===== config.mk =====
export PLATFORM = sky130hd
export DESIGN_NAME = letter_palindrome_checker_top
export DESIGN_NICKNAME = d
export VERILOG_FILES = /design/src/rtl/lpc_pkg.sv /design/src/rtl/lpc_ctrl.sv /design/src/rtl/lpc_dp.sv /design/src/rtl/letter_palindrome_checker_top.sv
export SDC_FILE = /design/constraint.sdc
export NUM_CORES = 1
export LEC_CHECK = 0
export BUFFER_PORTS_ARGS = -buffer_cell sky130_fd_sc_hd__buf_2
export CAP_MARGIN = 40
export CORE_MARGIN = 8
export CORE_UTILIZATION = 45
export DETAILED_ROUTE_END_ITERATION = 10
export GPL_ROUTABILITY_DRIVEN = 0
export HOLD_SLACK_MARGIN = 0.03
export PLACE_DENSITY = 0.66
export RECOVER_POWER = 100
export SYNTH_ARGS = -nofsm -noshare
export SYNTH_HDL_FRONTEND = slang
export SYNTH_SLANG_ARGS = --single-unit
export TNS_END_PERCENT = 5

===== constraint.sdc =====
create_clock -name clk -period 10.71 [get_ports clk]
set_input_delay 1.6065 -clock clk [delete_from_list [all_inputs] [get_ports clk]]
set_output_delay 1.6065 -clock clk [all_outputs]
set_load 0.02 [all_outputs]

===== src/rtl/lpc_pkg.sv =====
`timescale 1ns / 1ps
package lpc_pkg;

  localparam int MaxLetters = 64;
  localparam int AddrW      = $clog2(MaxLetters);
  localparam int CountW     = $clog2(MaxLetters + 1);
  localparam int InDataW    = 8;
  localparam int OutFieldW  = 2 + CountW;
  localparam int OutDataW   = ((OutFieldW + 7) / 8) * 8;

  localparam logic [7:0] CharUpFirst = 8'd65;
  localparam logic [7:0] CharUpLast  = 8'd90;
  localparam logic [7:0] CharLoFirst = 8'd97;
  localparam logic [7:0] CharLoLast  = 8'd122;
  localparam logic [7:0] CaseMask    = 8'hDF;

  typedef struct packed {
    logic push;
    logic start;
    logic rd;
    logic emit;
  } lpc_cmd_t;

  typedef struct packed {
    logic rd_more;
    logic rd_vld;
  } lpc_sts_t;

  function automatic logic is_letter(input logic [7:0] c);
    return ((c >= CharUpFirst) && (c <= CharUpLast)) ||
           ((c >= CharLoFirst) && (c <= CharLoLast));
  endfunction

  function automatic logic [7:0] fold_upper(input logic [7:0] c);
    return c & CaseMask;
  endfunction

endpackage


===== src/rtl/lpc_ctrl.sv =====
`timescale 1ns / 1ps
module lpc_ctrl (
  input  logic              clk,
  input  logic              rst_n,
  input  logic              in_tvalid,
  input  logic              in_tlast,
  output logic              in_tready,
  output logic              out_tvalid,
  input  logic              out_tready,
  output lpc_pkg::lpc_cmd_t cmd,
  input  lpc_pkg::lpc_sts_t sts
);

  localparam logic [1:0] ST_IDLE  = 2'd0;
  localparam logic [1:0] ST_CHECK = 2'd1;
  localparam logic [1:0] ST_DONE  = 2'd2;

  logic [1:0] state_r, state_nxt;
  logic       out_vld_r, out_vld_nxt;
  logic       in_acc;
  logic       out_free;

  assign in_tready  = (state_r == ST_IDLE);
  assign out_tvalid = out_vld_r;
  assign in_acc     = in_tvalid && in_tready;
  assign out_free   = !out_vld_r || out_tready;

  always_comb begin
    state_nxt   = state_r;
    out_vld_nxt = out_vld_r && !out_tready;
    cmd         = '0;
    unique case (state_r)
      ST_IDLE: begin
        if (in_acc) begin
          if (in_tlast) begin
            cmd.start = 1'b1;
            state_nxt = ST_CHECK;
          end else begin
            cmd.push = 1'b1;
          end
        end
      end
      ST_CHECK: begin
        cmd.rd = sts.rd_more;
        if (!sts.rd_more && !sts.rd_vld) begin
          state_nxt = ST_DONE;
        end
      end
      ST_DONE: begin
        if (out_free) begin
          cmd.emit    = 1'b1;
          out_vld_nxt = 1'b1;
          state_nxt   = ST_IDLE;
        end
      end
      default: begin
        state_nxt = ST_IDLE;
      end
    endcase
  end

  always_ff @(posedge clk) begin
    if (!rst_n) begin
      state_r   <= ST_IDLE;
      out_vld_r <= 1'b0;
    end else begin
      state_r   <= state_nxt;
      out_vld_r <= out_vld_nxt;
    end
  end

endmodule


===== src/rtl/lpc_dp.sv =====
`timescale 1ns / 1ps
module lpc_dp (
  input  logic                           clk,
  input  logic                           rst_n,
  input  logic [7:0]                     char_in,
  input  lpc_pkg::lpc_cmd_t              cmd,
  output lpc_pkg::lpc_sts_t              sts,
  output logic [lpc_pkg::OutDataW-1:0]   res_data
);

  logic [7:0]                mem [lpc_pkg::MaxLetters];
  logic [lpc_pkg::CountW-1:0] count_r, count_nxt;
  logic                      ovf_r, ovf_nxt;
  logic [lpc_pkg::CountW-1:0] idx_r;
  logic [lpc_pkg::CountW-1:0] half;
  logic [lpc_pkg::CountW-1:0] mirror;
  logic [7:0]                rd_a_r, rd_b_r;
  logic                      rd_vld_r;
  logic                      mismatch_r;
  logic                      res_pal_r;
  logic [lpc_pkg::CountW-1:0] res_cnt_r;
  logic                      res_ovf_r;
  logic                      letter;
  logic                      has_room;

  assign letter   = lpc_pkg::is_letter(char_in);
  assign has_room = (count_r < lpc_pkg::CountW'(lpc_pkg::MaxLetters));
  assign half     = count_r >> 1;
  assign mirror   = count_r - lpc_pkg::CountW'(1) - idx_r;

  assign sts.rd_more = (idx_r < half);
  assign sts.rd_vld  = rd_vld_r;

  always_comb begin
    count_nxt = count_r;
    ovf_nxt   = ovf_r;
    if (cmd.emit) begin
      count_nxt = '0;
      ovf_nxt   = 1'b0;
    end else if (cmd.push && letter) begin
      if (has_room) begin
        count_nxt = count_r + lpc_pkg::CountW'(1);
      end else begin
        ovf_nxt = 1'b1;
      end
    end
  end

  always_ff @(posedge clk) begin
    if (!rst_n) begin
      count_r    <= '0;
      ovf_r      <= 1'b0;
      rd_vld_r   <= 1'b0;
      idx_r      <= '0;
      mismatch_r <= 1'b0;
    end else begin
      count_r  <= count_nxt;
      ovf_r    <= ovf_nxt;
      rd_vld_r <= cmd.rd;
      if (cmd.start) begin
        idx_r      <= '0;
        mismatch_r <= 1'b0;
      end else begin
        if (cmd.rd) begin
          idx_r <= idx_r + lpc_pkg::CountW'(1);
        end
        if (rd_vld_r && (rd_a_r != rd_b_r)) begin
          mismatch_r <= 1'b1;
        end
      end
    end
  end

  always_ff @(posedge clk) begin
    if (cmd.push && letter && has_room) begin
      mem[count_r[lpc_pkg::AddrW-1:0]] <= lpc_pkg::fold_upper(char_in);
    end
    if (cmd.rd) begin
      rd_a_r <= mem[idx_r[lpc_pkg::AddrW-1:0]];
      rd_b_r <= mem[mirror[lpc_pkg::AddrW-1:0]];
    end
  end

  always_ff @(posedge clk) begin
    if (cmd.emit) begin
      res_pal_r <= !ovf_r && !mismatch_r;
      res_cnt_r <= count_r;
      res_ovf_r <= ovf_r;
    end
  end

  assign res_data = {{(lpc_pkg::OutDataW - lpc_pkg::OutFieldW){1'b0}},
                     res_ovf_r, res_cnt_r, res_pal_r};

endmodule


===== src/rtl/letter_palindrome_checker_top.sv =====
`timescale 1ns / 1ps
// Channel  Direction  Payload
// in_      slave      tdata[7:0] character, tlast end_of_phrase
// out_     master     tdata[0] is_palindrome, [7:1] letter_count, [8] overflow
//
// A letter or skipped byte produces no result item and is taken only while idle.
// An end item starts the check: the letter memory reads one mirrored pair per cycle
// until half the stored letters are compared, then the result waits for a free output.
// Reset is synchronous and active low and clears the count, the overflow
// flag and the output valid; the letter memory is not cleared.
// in_tready is low from an end item until its result enters the output register.
module letter_palindrome_checker_top (
  input  logic                         clk,
  input  logic                         rst_n,
  input  logic                         in_tvalid,
  output logic                         in_tready,
  input  logic [lpc_pkg::InDataW-1:0]  in_tdata,   // [7:0] character
  input  logic                         in_tlast,
  output logic                         out_tvalid,
  input  logic                         out_tready,
  output logic [lpc_pkg::OutDataW-1:0] out_tdata   // is_palindrome, letter_count, overflow
);

  lpc_pkg::lpc_cmd_t cmd;
  lpc_pkg::lpc_sts_t sts;

  lpc_ctrl u_ctrl (
    .clk        (clk),
    .rst_n      (rst_n),
    .in_tvalid  (in_tvalid),
    .in_tlast   (in_tlast),
    .in_tready  (in_tready),
    .out_tvalid (out_tvalid),
    .out_tready (out_tready),
    .cmd        (cmd),
    .sts        (sts)
  );

  lpc_dp u_dp (
    .clk      (clk),
    .rst_n    (rst_n),
    .char_in  (in_tdata),
    .cmd      (cmd),
    .sts      (sts),
    .res_data (out_tdata)
  );

endmodule


==> reports/results.ini <==
[outcome]
outcome = complete, but fails checks
violations = capacitance limit, slew limit

[global_route]
grt_pass1_vias = 12900
antenna_found_initial = 0
grt_pass1_wl_um = 86900
grt_max_degree = 69
grt_overflow = 0
grtUsageTotal_pct = 19.8

[cells_and_area]
nNetsFinal = 1287
final_cells = 1979
diodes = 0
drive_gt1_share_pct = 27.6
area_growth_pct = 9.84

[min_path]
hold_path_class = flop to flop

[synth]
async_reset_ff_share_pct = 0
synth_cells = 1245
mappedNetlistArea_mm2 = 0.0231
ys.flop_type = edfxtp_1
syn_avg_cell_area_um2 = 18.6
synth_edf_count = 471
ys_types = 52
yosys_register_bits = 491
yosysWarnings = 0
seq_area_frac_synth_pct = 62.9

[floorplanning]
core_area_mm2 = 0.0511
initial_core_util_pct = 45.3
dieArea_mm2 = 0.0589
die_width_um = 243
row_count = 83
die_h_um = 243
num_io_pins = 31

[sta]
hold_viol = 0
rsz0062_at_grt = false
timing.hold.ws_ns = 0.474
fin_skew_ns = 0.0199
setup_violations = 0
fin_ws_ns = 3.60
slew_headroom_pct = -120
slew_viol_final = 536
finalCritPeriodShare_pct = 66.4
fin_crit_ns = 7.11
fin_setup_tns_ns = 0
max_freq_mhz = 141
worst_pin_slew_ns = 3.30

[cts]
htreeDepth = 2
clk_pin_slew_worst_paths_ns = 0.06
cts_resized = 0
cts_tree = built
clock_sinks = 491
clk_latency_ns = 0.61
cts_max_path_buffers = 3
holdBufCountCts = 0
cts_root_buffer = clkbuf_16
cts-buffers-inserted = 50
post_cts_buffers = 0

[power_and_ir_drop]
p_leak_uw = 0.00797
peakVddDrop_uv = 114
p_total_uw = 3920
power.density_mw_per_mm2 = 154

[drt]
dr_total_vias = 12400
drt-pass1-iter-count = 5
remaining_drc_errors = 0
wirelength_um = 58900
wl_per_cell_um = 29.8
viasPerCell = 6.29
drtIter0Drc = 1389
detail-route-antenna-nets = 0

[placement]
io_buffers = 22
dp_hpwl_um = 37300
post-place-ws_ns = 5.15
dp_cells = 1889

[worst_setup_path]
crit_required_ns = 10.93
end_kind = flop
critical_path.max_fanout = 65
critPathKind = input port to flop
critical_path_arrival_ns = 7.33
cp-start-kind = input port

[flow_run]
drv_cap = 11

sequential cells by signal, indices dropped and copies added, names as in the netlist, 2 cells and up:
register,cells
u_dp.res_cnt_r,7
u_dp.count_r,7
u_dp.rd_b_r,7
u_dp.mem,448
u_dp.rd_a_r,7
u_ctrl.state_r,2
u_dp.idx_r,7
cells in the final DEF, fill, tap and decap left out, types with 3 or more instances in the layout:
| master | n |
|---|---|
| nor2_1 | 86 |
| a21o_1 | 3 |
| clkbuf_16 | 50 |
| a31oi_1 | 21 |
| bufinv_16 | 3 |
| a221o_1 | 7 |
| o22ai_1 | 7 |
| mux4_2 | 245 |
| nand2b_1 | 5 |
| nand3_1 | 8 |
| mux2i_1 | 31 |
| o211ai_1 | 3 |
| a211oi_1 | 21 |
| buf_4 | 11 |
| xor2_1 | 5 |
| edfxtp_1 | 471 |
| clkinv_2 | 9 |
| clkinv_1 | 14 |
| nor3_1 | 5 |
| conb_1 | 7 |
| clkbuf_8 | 3 |
| dfxtp_1 | 18 |
| xnor2_1 | 11 |
| nor4_1 | 3 |
| and2_1 | 22 |
| clkbuf_1 | 33 |
| buf_2 | 9 |
| and2_0 | 3 |
| a21oi_1 | 10 |
| a311o_1 | 7 |
| mux2_2 | 14 |
| ha_1 | 12 |
| o21ai_0 | 5 |
| nand2_1 | 83 |
| and3_1 | 8 |
| nor2b_1 | 5 |
| inv_1 | 9 |
worst max-delay path, stage by stage:
cell and delay [ns]:
buf_2 0.08, clkbuf_1 2.31, nor3b_1 0.34, o211ai_1 0.23, nor4_1 0.79, nand3_1 0.87
nor2_1 1.04
final cells by class:
type | count | area [µm²]
Clock inverter | 27 | 218
Tap cell | 680 | 851
Inverter | 12 | 45.0
Timing Repair Buffer | 47 | 309
Sequential cell | 491 | 14500
Fill cell | 4159 | 25700
Clock buffer | 63 | 1330
Multi-Input combinational cell | 659 | 8110
routing by layer:
layer	vias up	GRT usage (%)	share of wire (%)
met5	-	0	0
li1	5206	-	-
met3	108	4.44	8.0
met4	0	6.26	3.3
met2	529	32.3	49
met1	6606	26.5	40
worst paths after layout:
kind                                    from  cells after the start                   endpoint  slack (ns)
setup / recovery                 in_tdata[6]                      7  u_dp.mem[55][4]$_DFFE_PP_        3.60
hold / removal       u_dp.ovf_r$_SDFFE_PP0P_                      0   u_dp.res_ovf_r$_DFFE_PP_        0.47
setup reg to reg  u_dp.idx_r[0]$_SDFFE_PP0P_                     10   u_dp.rd_b_r[2]$_DFFE_PP_        4.16
hold reg to reg      u_dp.ovf_r$_SDFFE_PP0P_                      0   u_dp.res_ovf_r$_DFFE_PP_        0.47
kinds of logic after synthesis:
| family | Yosys count | share of synthesized area [%] |
|---|---|---|
| other | 1 | 0.0162 |
| XOR/XNOR | 18 | 0.682 |
| AO/OA/AOI/OAI | 92 | 2.87 |
| adder cells (fa/ha/maj) | 13 | 0.736 |
| flip-flops | 491 | 62.9 |
| buffers and inverters | 101 | 2.30 |
| multiplexers | 290 | 25.9 |
| AND/OR/NAND/NOR | 239 | 4.65 |
through the flow:
stage	utilization, %	area [µm²]
6_report	49.7	25400
3_5_place_dp	46.9	23900
5_1_grt	49.7	25400
3_3_place_gp	46.7	23900
2_1_floorplan	-	23200
4_1_cts	49.9	25500
synth_stat cells, types with 3 or more instances:
master / n / area [µm²]
clkbuf_1: 31 / 116
and2_1: 25 / 156
buf_6: 5 / 56.3
mux2i_1: 31 / 310
inv_1: 9 / 33.8
dfxtp_1: 20 / 400
ha_1: 12 / 150
o211ai_1: 3 / 22.5
mux2_2: 14 / 158
a311o_1: 7 / 70.1
edfxtp_1: 471 / 14100
nor2b_1: 5 / 31.3
a21oi_1: 10 / 50.1
nor3_1: 5 / 25.0
nand3_1: 8 / 40.0
o21ai_0: 4 / 20.0
nor2_1: 86 / 323
nand2b_1: 5 / 31.3
a211oi_1: 21 / 158
buf_2: 23 / 115
o22ai_1: 7 / 43.8
nand2_1: 83 / 312
and3_1: 8 / 50.1
buf_1: 9 / 33.8
a31oi_1: 21 / 131
mux4_2: 245 / 5520
clkinv_1: 3 / 11.3
xor2_1: 6 / 52.6
a21o_1: 3 / 22.5
a221o_1: 7 / 70.1
xnor2_1: 12 / 105
buf_4: 20 / 150
power breakdown:
| part | total (µW) | switching, µW | internal (µW) |
|---|---|---|---|
| Clock | 1670 | 725 | 949 |
| Sequential | 2110 | 1.17 | 2110 |
| Combinational | 133 | 87.6 | 45.9 |
| Total | 3920 | 814 | 3100 |
No activity file was read; power rests on OpenSTA's default activity.
